File: src/rtl/core/cell_balance_select_macros.svh
// ----------------------------------------------------------------------------
// cell_balance_select_macros.svh
// assertion helpers shared by the cell balancing rtl
// ----------------------------------------------------------------------------
`ifndef CELL_BALANCE_SELECT_MACROS_SVH
`define CELL_BALANCE_SELECT_MACROS_SVH

// clocked check, quiet while reset is held
`define CBS_ASSERT(lbl, prop, msg) \
    lbl: assert property (@(posedge i_clk) disable iff (!i_rst_n) prop) else $error(msg);

// clocked check that also holds during reset
`define CBS_ASSERT_ALWAYS(lbl, prop, msg) \
    lbl: assert property (@(posedge i_clk) prop) else $error(msg);

`endif

File: src/rtl/core/cbs_pkg.sv
// ----------------------------------------------------------------------------
// cbs_pkg
// shared types, widths and constants for the cell balancing selector
// ----------------------------------------------------------------------------
`default_nettype none

package cbs_pkg;

    localparam int CELL_COUNT = 6;
    localparam int MV_W       = 13;
    localparam int TEMP_W     = 8;

    typedef logic        [MV_W-1:0]   t_mv;
    typedef logic signed [TEMP_W-1:0] t_temp;

    // search for the lowest cell starts here
    localparam t_mv MIN_SEARCH_START_MV = 13'd5000;

    // register reset values
    localparam t_temp RST_TEMP_LOW  = 8'sd0;
    localparam t_temp RST_TEMP_HIGH = 8'sd45;
    localparam t_mv   RST_DIFF_MV   = 13'd20;
    localparam t_mv   RST_START_MV  = 13'd3400;

    // register indexes (byte address / 4)
    typedef enum logic [1:0] {
        REG_TEMP_LOW  = 2'd0,
        REG_TEMP_HIGH = 2'd1,
        REG_DIFF_MV   = 2'd2,
        REG_START_MV  = 2'd3
    } t_reg_idx;

    // thresholds seen by every lane
    typedef struct packed {
        t_mv diff_mv;
        t_mv start_mv;
    } t_lane_cfg;

    function automatic t_mv min_mv(input t_mv a, input t_mv b);
        min_mv = (b < a) ? b : a;
    endfunction

endpackage

`default_nettype wire

File: src/rtl/core/cbs_lane.sv
// ----------------------------------------------------------------------------
// cbs_lane
// candidate test for one cell against the pack minimum and thresholds
// ----------------------------------------------------------------------------
`default_nettype none

module cbs_lane
    import cbs_pkg::*;
(
    input  wire t_mv       i_cell_mv,
    input  wire t_mv       i_lowest_mv,
    input  wire            i_temp_ok,
    input  wire t_lane_cfg i_cfg,
    output logic           o_cand
);

    t_mv excess;

    // lowest never exceeds any cell, so the excess cannot wrap
    assign excess = i_cell_mv - i_lowest_mv;

    assign o_cand = i_temp_ok && (excess >= i_cfg.diff_mv) && (i_cell_mv >= i_cfg.start_mv);

endmodule

`default_nettype wire

File: src/rtl/core/cbs_merge.sv
// ----------------------------------------------------------------------------
// cbs_merge
// thins adjacent candidates and packs the balance register bytes
// ----------------------------------------------------------------------------
`default_nettype none

module cbs_merge
    import cbs_pkg::*;
(
    input  wire t_mv                   i_cells [CELL_COUNT],
    input  wire  [CELL_COUNT-1:0]      i_cand,
    output logic [CELL_COUNT-1:0]      o_mask,
    output logic [7:0]                 o_bank1,
    output logic [7:0]                 o_bank2
);

    // walk pairs from the bottom, a drop is seen by the next pair
    always_comb begin
        logic [CELL_COUNT-1:0] c;
        c = i_cand;
        for (int i = 0; i < CELL_COUNT - 1; i++) begin
            if (c[i] && c[i+1]) begin
                if (i_cells[i] < i_cells[i+1]) begin
                    c[i] = 1'b0;
                end else begin
                    c[i+1] = 1'b0;
                end
            end
        end
        o_mask = c;
    end

    // balance bytes use bits 0, 1 and 4
    assign o_bank1 = {3'b000, o_mask[2], 2'b00, o_mask[1], o_mask[0]};
    assign o_bank2 = {3'b000, o_mask[5], 2'b00, o_mask[4], o_mask[3]};

endmodule

`default_nettype wire

File: src/rtl/core/cell_balance_select.sv
// ----------------------------------------------------------------------------
// cell_balance_select
// passive balancing selection for a six-cell pack
// ----------------------------------------------------------------------------
// Input stream: one item per handshake carries six cell voltages and the
// pack temperature. Output stream: one item per input with the balance
// mask, the two balance register bytes and the lowest cell voltage.
// There are two register stages: an accepted item is held in the
// first stage, then moves to the output register. The first stage holds
// the cells with the lowest voltage from a compare tree, the second holds
// the result of six parallel candidate lanes and the pair thinning chain.
// Throughput is one item per cycle while the receiver keeps tready high.
// When the receiver stalls the output register holds its item and the
// first stage can still take one more item before tready drops.
// Reset clears both stage valids and loads the register defaults
// (window 0..45 C, 20 mV difference, 3400 mV start). Registers are
// written over the APB port, pready is always high, reads return the
// register value zero extended.
// ----------------------------------------------------------------------------
`default_nettype none

module cell_balance_select
    import cbs_pkg::*;
(
    input  wire         i_clk,
    input  wire         i_rst_n,
    // apb configuration
    input  wire         psel,
    input  wire         penable,
    input  wire         pwrite,
    input  wire  [3:0]  paddr,
    input  wire  [31:0] pwdata,
    output logic [31:0] prdata,
    output logic        pready,
    // input stream
    input  wire         i_s_axis_tvalid,
    output logic        o_s_axis_tready,
    // tdata from bit 0: cell0_mv[13], cell1_mv[13], cell2_mv[13],
    // cell3_mv[13], cell4_mv[13], cell5_mv[13], pack_temp_c[8], pad[2]
    input  wire  [87:0] i_s_axis_tdata,
    // output stream
    output logic        o_m_axis_tvalid,
    input  wire         i_m_axis_tready,
    // tdata from bit 0: balance_mask[6], bank1_bits[8], bank2_bits[8],
    // lowest_mv[13], pad[5]
    output logic [39:0] o_m_axis_tdata
);

    // configuration registers
    t_temp r_temp_low;
    t_temp r_temp_high;
    t_mv   r_diff_mv;
    t_mv   r_start_mv;

    logic     cfg_wr;
    t_reg_idx cfg_idx;

    assign pready  = 1'b1;
    assign cfg_wr  = psel && penable && pwrite && pready;
    assign cfg_idx = t_reg_idx'(paddr[3:2]);

    always_ff @(posedge i_clk) begin
        if (!i_rst_n) begin
            r_temp_low  <= RST_TEMP_LOW;
            r_temp_high <= RST_TEMP_HIGH;
            r_diff_mv   <= RST_DIFF_MV;
            r_start_mv  <= RST_START_MV;
        end else if (cfg_wr) begin
            unique case (cfg_idx)
                REG_TEMP_LOW:  r_temp_low  <= t_temp'(pwdata[TEMP_W-1:0]);
                REG_TEMP_HIGH: r_temp_high <= t_temp'(pwdata[TEMP_W-1:0]);
                REG_DIFF_MV:   r_diff_mv   <= pwdata[MV_W-1:0];
                REG_START_MV:  r_start_mv  <= pwdata[MV_W-1:0];
                default: ;
            endcase
        end
    end

    // register read-back
    always_comb begin
        unique case (cfg_idx)
            REG_TEMP_LOW:  prdata = {24'd0, r_temp_low};
            REG_TEMP_HIGH: prdata = {24'd0, r_temp_high};
            REG_DIFF_MV:   prdata = {19'd0, r_diff_mv};
            REG_START_MV:  prdata = {19'd0, r_start_mv};
            default:       prdata = 32'd0;
        endcase
    end

    // stage enables, each stage loads when its slot frees up
    logic r_v1;
    logic r_v2;
    logic en1;
    logic en2;
    logic in_acc;

    assign en2             = !r_v2 || i_m_axis_tready;
    assign en1             = !r_v1 || en2;
    assign o_s_axis_tready = en1;
    assign in_acc          = i_s_axis_tvalid && o_s_axis_tready;

    // unpack the input item
    t_mv   in_cells [CELL_COUNT];
    t_temp in_temp;

    always_comb begin
        for (int i = 0; i < CELL_COUNT; i++) begin
            in_cells[i] = i_s_axis_tdata[i*MV_W +: MV_W];
        end
    end
    assign in_temp = t_temp'(i_s_axis_tdata[CELL_COUNT*MV_W +: TEMP_W]);

    // lowest voltage compare tree, capped at the search start
    t_mv m01;
    t_mv m23;
    t_mv m45;
    t_mv in_lowest;

    assign m01       = min_mv(in_cells[0], in_cells[1]);
    assign m23       = min_mv(in_cells[2], in_cells[3]);
    assign m45       = min_mv(in_cells[4], in_cells[5]);
    assign in_lowest = min_mv(min_mv(m01, m23), min_mv(m45, MIN_SEARCH_START_MV));

    // stage one: cells, minimum and temperature window
    t_mv  r_cells [CELL_COUNT];
    t_mv  r_lowest;
    logic r_temp_ok;

    always_ff @(posedge i_clk) begin
        if (!i_rst_n) begin
            r_v1 <= 1'b0;
        end else if (en1) begin
            r_v1 <= i_s_axis_tvalid;
        end
    end

    always_ff @(posedge i_clk) begin
        if (in_acc) begin
            r_cells   <= in_cells;
            r_lowest  <= in_lowest;
            r_temp_ok <= (in_temp >= r_temp_low) && (in_temp <= r_temp_high);
        end
    end

    // candidate lanes, one per cell
    t_lane_cfg             lane_cfg;
    logic [CELL_COUNT-1:0] cand;

    assign lane_cfg.diff_mv  = r_diff_mv;
    assign lane_cfg.start_mv = r_start_mv;

    for (genvar g = 0; g < CELL_COUNT; g++) begin : g_lane
        cbs_lane u_lane (
            .i_cell_mv   (r_cells[g]),
            .i_lowest_mv (r_lowest),
            .i_temp_ok   (r_temp_ok),
            .i_cfg       (lane_cfg),
            .o_cand      (cand[g])
        );
    end

    // merge lanes into the final mask
    logic [CELL_COUNT-1:0] n_mask;
    logic [7:0]            n_bank1;
    logic [7:0]            n_bank2;

    cbs_merge u_merge (
        .i_cells (r_cells),
        .i_cand  (cand),
        .o_mask  (n_mask),
        .o_bank1 (n_bank1),
        .o_bank2 (n_bank2)
    );

    // stage two: output register
    logic [CELL_COUNT-1:0] r_mask;
    logic [7:0]            r_bank1;
    logic [7:0]            r_bank2;
    t_mv                   r_out_lowest;

    always_ff @(posedge i_clk) begin
        if (!i_rst_n) begin
            r_v2 <= 1'b0;
        end else if (en2) begin
            r_v2 <= r_v1;
        end
    end

    always_ff @(posedge i_clk) begin
        if (en2 && r_v1) begin
            r_mask       <= n_mask;
            r_bank1      <= n_bank1;
            r_bank2      <= n_bank2;
            r_out_lowest <= r_lowest;
        end
    end

    assign o_m_axis_tvalid = r_v2;
    assign o_m_axis_tdata  = {5'd0, r_out_lowest, r_bank2, r_bank1, r_mask};

    // checks
`include "cell_balance_select_macros.svh"

    `CBS_ASSERT(a_no_adjacent, r_v2 |-> ((r_mask & (r_mask >> 1)) == 6'd0), "adjacent cells both balanced")
    `CBS_ASSERT(a_lowest_cap, r_v2 |-> (r_out_lowest <= MIN_SEARCH_START_MV), "minimum above search start")
    `CBS_ASSERT(a_bank_unused, r_v2 |-> (((r_bank1 | r_bank2) & 8'hEC) == 8'd0), "unused balance bits set")
    `CBS_ASSERT(a_accept_loads, in_acc |=> r_v1, "accepted item not held in stage one")
    `CBS_ASSERT_ALWAYS(a_reset_empty, !i_rst_n |=> (!r_v1 && !r_v2), "pipeline not empty after reset")

endmodule

`default_nettype wire

File: config.mk
export PLATFORM = sky130hd
export DESIGN_NAME = cell_balance_select
export DESIGN_NICKNAME = d
export VERILOG_FILES = /design/src/rtl/core/cbs_pkg.sv /design/src/rtl/core/cbs_lane.sv /design/src/rtl/core/cbs_merge.sv /design/src/rtl/core/cell_balance_select.sv
export VERILOG_INCLUDE_DIRS = /design/src /design/src/rtl/core
export SDC_FILE = /design/constraint.sdc
export NUM_CORES = 1
export LEC_CHECK = 0
export BUFFER_PORTS_ARGS = -buffer_cell sky130_fd_sc_hd__buf_4
export CORE_MARGIN = 3
export CORE_UTILIZATION = 60
export CTS_CLUSTER_DIAMETER = 30
export DETAILED_ROUTE_END_ITERATION = 12
export PLACE_DENSITY = 0.85
export SYNTH_ARGS = -nofsm -noshare
export SYNTH_HDL_FRONTEND = slang
export SYNTH_SLANG_ARGS = --single-unit
File: constraint.sdc
create_clock -name i_clk -period 11.7 [get_ports i_clk]
set_input_delay 1.17 -clock i_clk [delete_from_list [all_inputs] [get_ports i_clk]]
set_output_delay 1.17 -clock i_clk [all_outputs]
set_load 0.05 [all_outputs]
* After elaboration in Yosys (flattened, before gate mapping)
Cells that the tools add are included.
** Operators by class
- Equal/unequal tests :: 3
- Order comparisons :: 25
- Muxes and demuxes :: 22
- $add $sub $neg :: 6
- Reductions and logical operators :: 31
** Operators with widths (number)
- 13-bit greater-or-equal comparator :: 12
- 13-bit less-than comparator :: 10
- 32-bit case mux with 4 select lines :: 1
- 13-bit two-way mux :: 6
- 13-bit subtractor :: 6
- 1-bit logical AND :: 22
- 13-bit less-than comparator (first input constant) :: 1
- 1-bit two-way mux :: 10
- 2-bit two-way mux :: 5
- 8-bit greater-or-equal comparator :: 1
- 8-bit less-or-equal comparator :: 1
- 2-bit AND reduction :: 4
- 2-bit equality test (second input constant) :: 2
- 2-bit by 1-bit equality test with 1-bit output (second input constant) :: 1
- 1-bit logical NOT :: 2
- 2-bit logical NOT :: 1
- 1-bit logical OR :: 2
** Storage, ports and cells
- Flip-flop bits (word level) :: 161
- Logic and storage cells :: 105
- Output and inout bits :: 75

* Logic depth before layout (Yosys ltp)
- Depth in word-level cells :: 14
- Mapped depth :: 29
- Gate-level depth less buffers :: 26

* By module
Synthesis repeated with hierarchy kept, for this count alone.
** Second synthesis, totals
- Cells, all modules :: 2071
- Area total of the unflattened synthesis :: 18346.3 µm²
** Modules (own cells, without submodules)
- cell_balance_select :: instances 1, area each 8739.6 µm², cells each 716
- cbs_lane (g_lane[0].u_lane ...) :: instances 5, area each 1318.8 µm², cells each 186
- cbs_merge :: instances 1, area each 1736.7 µm², cells each 244
- cbs_lane (g_lane[2].u_lane) :: instances 1, area each 1276.2 µm², cells each 181

* Worst setup path after synthesis
No wires, ideal clock.
- Path kind :: input -> register
- Start point :: input i_s_axis_tdata[28]
- End point :: register r_lowest[9], data pin
- Library setup time :: 0.260 ns
- Arrival :: 6.319 ns
- Path slack :: 5.121 ns
- Stages :: 29
- Data required time :: 11.440 ns
- Path through :: inv_1 ha_1 a21oi_1 o21ai_0 a21oi_1 a21oi_1 nor2_1 buf_2 mux2i_1 inv_1 ha_1 nand2_1 o21a_1 o221ai_1 a21o_1 inv_1 a41o_2 buf_6 mux2_1 ha_1 a21o_1 a21o_1 a211oi_1 o21ai_0 a211oi_1 o21a_1 a31oi_4 buf_6 mux2_4
** Between the ends
- Word-level cells in the longest chain between the ends :: 6
** Ends and longest elaborated chain
- start: declaration :: line cell_balance_select.sv:40 : input wire [87:0] i_s_axis_tdata,
- 13-bit less-than comparator :: line cbs_pkg.sv:40 : min_mv = (b < a) ? b : a;
- 13-bit two-way mux * :: line cbs_pkg.sv:40
- 13-bit less-than comparator :: line cbs_pkg.sv:40
- 13-bit two-way mux * :: line cbs_pkg.sv:40
- 13-bit less-than comparator :: line cbs_pkg.sv:40
- 13-bit two-way mux * :: line cbs_pkg.sv:40
- via in_lowest[9] :: line cell_balance_select.sv:117 : t_mv in_lowest;
- end signal: assignment :: line cell_balance_select.sv:140 : r_lowest <= in_lowest;
- end: declaration :: line cell_balance_select.sv:126 : t_mv r_lowest;
The timed path passes the listed nets; every way through them passes the cells marked *.
A chain may end at the register's enable or synchronous reset.

* Worst setup path in the final report
- Start point :: input i_s_axis_tdata[2]
- End point :: register r_lowest[9], data pin
The elaborated chain is that of the path after synthesis.

==> run summary <==
Sequential area share after synthesis - 25.7%
Violation count after the first detailed-route iteration - 1549
Number of input and output port buffers inserted - 147
Die Span Y - 171 um
Share of post-route cells with drive strength above 1 - 11.2%
Mapped Avg Cell Area - 9.23 um^2
Antenna diode count - 0
Post-Place Setup Slack - 4090 ps
Clock Skew - 14.6 ps
Min cycle time layout - 7280 ps
Initial core utilization - 61.9%
Max Cap Violations - 0
Remaining number of nets flagged by the antenna check after routing - 0
Post-route cell area - 18200 um^2
CP arrival - 7460 ps
Placeable core area - 26400 um^2
Via count of the first global-routing pass - 14300
EDFF count, synth - 111
Unrepaired setup endpoints after global routing - false
Floorplan die area - 29300 um^2
Worst Setup Slack, final - 4420 ps
Tcrit/Tclk final - 62.2%
Number of buffers between clock root and the deepest sink - 2
Final-report max-slew violation count - 0
Post-synth ARST share - 0%
WS Path Type - input pin to flip-flop
Utilization after layout - 69.0%
Synth cell types - 73
Top library cells by usage in the layout, fill and taps aside - ha_1 (364), inv_1 (203), buf_4 (152)
Highest fanout seen on the critical path - 13
Final estimated routing congestion in global placement - 0.962
Overall Global Routing Usage - 33.0%
Startpoint type of the worst setup path - input pin
CTS tree - yes
Area added between synthesis and finish - 11.4%
Post-synthesis instance total - 1774
Number of primary I/O pins - 206
Mapped cell area - 16400 um^2
Num Clock Sinks - 155
Fmax - 0.137 GHz
Clock-pin transition on the worst setup and hold timing paths - 70 ps
Global-route wire length before repair - 74300 um
Power per cell area - 144 nW/um^2
Number of setup violations in the final report - 0
Total number of placement rows - 59
Total negative slack for setup checks - 0 ps
Largest net degree at the start of global routing - 75
Count of warnings emitted by yosys - 0
Grt total ovfl - 0
Number of CTS-inserted buffers - 17
Transition time at the pin with the least slew margin - 1050 ps
Worst ir drop on vdd - 0.112 mV
Top FF cell, synth - edfxtp_1
Number of antenna violations at the first check in global routing - 0
Relative slew slack - 29.6%
Sequential Area - 4210 um^2
Resized Gates After CTS - 0
Die width - 171 um
Crit end category - flip-flop
Non-filler cells in the finished layout - 2264
Drc violations - 0
H-Tree Depth - 4
Net count of the finished layout - 2417
Path class of the lowest-slack min-delay path - flip-flop to flip-flop
Hold-fix buffers at CTS - 0
Area of combinational cells with multiple inputs - 11100 um^2
Instance area after placement - 17700 um^2
Routed wirelength normalized by instance count - 22.0 um
DR vias/cell - 6.44
Most common cell after layout, fill and taps aside - ha_1
Root Buffer Master - clkbuf_16
Count of vias placed by the detailed router - 14600
Wire length after detailed routing - 49800 um
Total leakage power - 8.72 nW
Detailed-placement wirelength estimate - 38100 um
Worst skew pair latency - 440 ps
Number of flip-flops and latches in the synthesized netlist - 155
TritonRoute pass-1 iters - 6
Number of inserted filler cells in the final layout - 2021
Final Hold Fails - 0
Placed cell count - 2232
CP required - 11880 ps
Setup Buffers After CTS - 0
Outcome - finished clean
-- sequential cells by signal, indices dropped and copies added (netlist names) --
register         count
r_temp_low           8
r_out_lowest        13
r_mask               6
r_temp_high          8
r_temp_ok            1
r_start_mv          13
o_m_axis_tvalid      1
r_cells             78
r_diff_mv           13
r_v1                 1
r_lowest            13
-- kinds of logic (layout without fill, tap and decap cells) --
group / Yosys count / after routing / synth area share (%)
buffers and inverters: 265 / 387 / 7.12
xor gates and xnor gates: 63 / 63 / 3.37
AOI/OAI and AO/OA: 403 / 403 / 16.5
DFF: 155 / 155 / 25.7
and+or+nand+nor: 435 / 435 / 12.9
other: 2 / 35 / 0.0459
muxes: 81 / 81 / 5.75
adders and majority gates: 370 / 370 / 28.6
-- path summary, 6_finish.rpt --
path	cells past startpoint	start	slack (ps)	endpoint
max	25	i_s_axis_tdata[2]	4420	r_lowest[9]$_DFFE_PP_
min	0	r_lowest[10]$_DFFE_PP_	470	r_out_lowest[10]$_DFFE_PP_
max reg2reg	17	r_lowest[1]$_DFFE_PP_	6380	r_mask[5]$_DFFE_PP_
min reg2reg	0	r_lowest[10]$_DFFE_PP_	470	r_out_lowest[10]$_DFFE_PP_
-- metrics by stage --
stage          total power, W  hold slack, ps
2_1_floorplan         0.00169             424
3_3_place_gp          0.00194             461
3_5_place_dp          0.00201             466
4_1_cts               0.00258             481
5_1_grt               0.00277             497
6_report              0.00262             475
-- layout make-up --
cell class,instances,area share (%)
clock buffer,18,2.47
clock inverter,14,0.673
inverter,203,4.18
multi-input combinational,1387,61.0
sequential,155,23.1
tap,335,2.30
timing repair buffer,152,6.26
-- cells in the mapped netlist (41+ instances only) --
master,count,area share (%)
ha_1,364,28
inv_1,203,4.7
nand2_1,133,3.0
edfxtp_1,111,20
a21oi_1,110,3.4
nor2_1,96,2.2
a21o_1,63,2.9
nor2b_1,61,2.3
mux2i_1,58,3.5
xnor2_1,51,2.7
dfxtp_1,44,5.4
o21ai_0,44,1.3
buf_4,41,1.9
-- where the power goes --
part           total, W  switching [W]  internal [W]
registers      0.000691      0.0000523      0.000639
clock network  0.000563       0.000270      0.000293
logic           0.00136       0.000777      0.000586
total           0.00262        0.00110       0.00152
-- worst max-delay path, cell delays in order --
cell,delay (ps)
buf_4,100
inv_1,40
ha_1,280
nand2_1,50
o21ai_1,120
a31oi_1,250
o41ai_4,400
buf_4,320
mux2i_1,630
ha_1,390
a21oi_1,160
o21ai_0,160
a41o_1,240
a21o_1,200
inv_1,70
a41o_2,310
mux2_2,390
ha_1,290
a21o_1,160
a21o_1,170
a211oi_1,200
o21ai_0,140
a211oi_1,430
a31oi_4,360
mux2_4,390
-- per-layer routing --
metal	routed length, um	vias up	track usage, %
met2	22000	847	53.0
met4	2980	0	19.0
met3	5370	188	6.05
li1	-	6663	-
met5	0	-	0
met1	19500	6888	41.8
(Power assumes the default switching activity.)
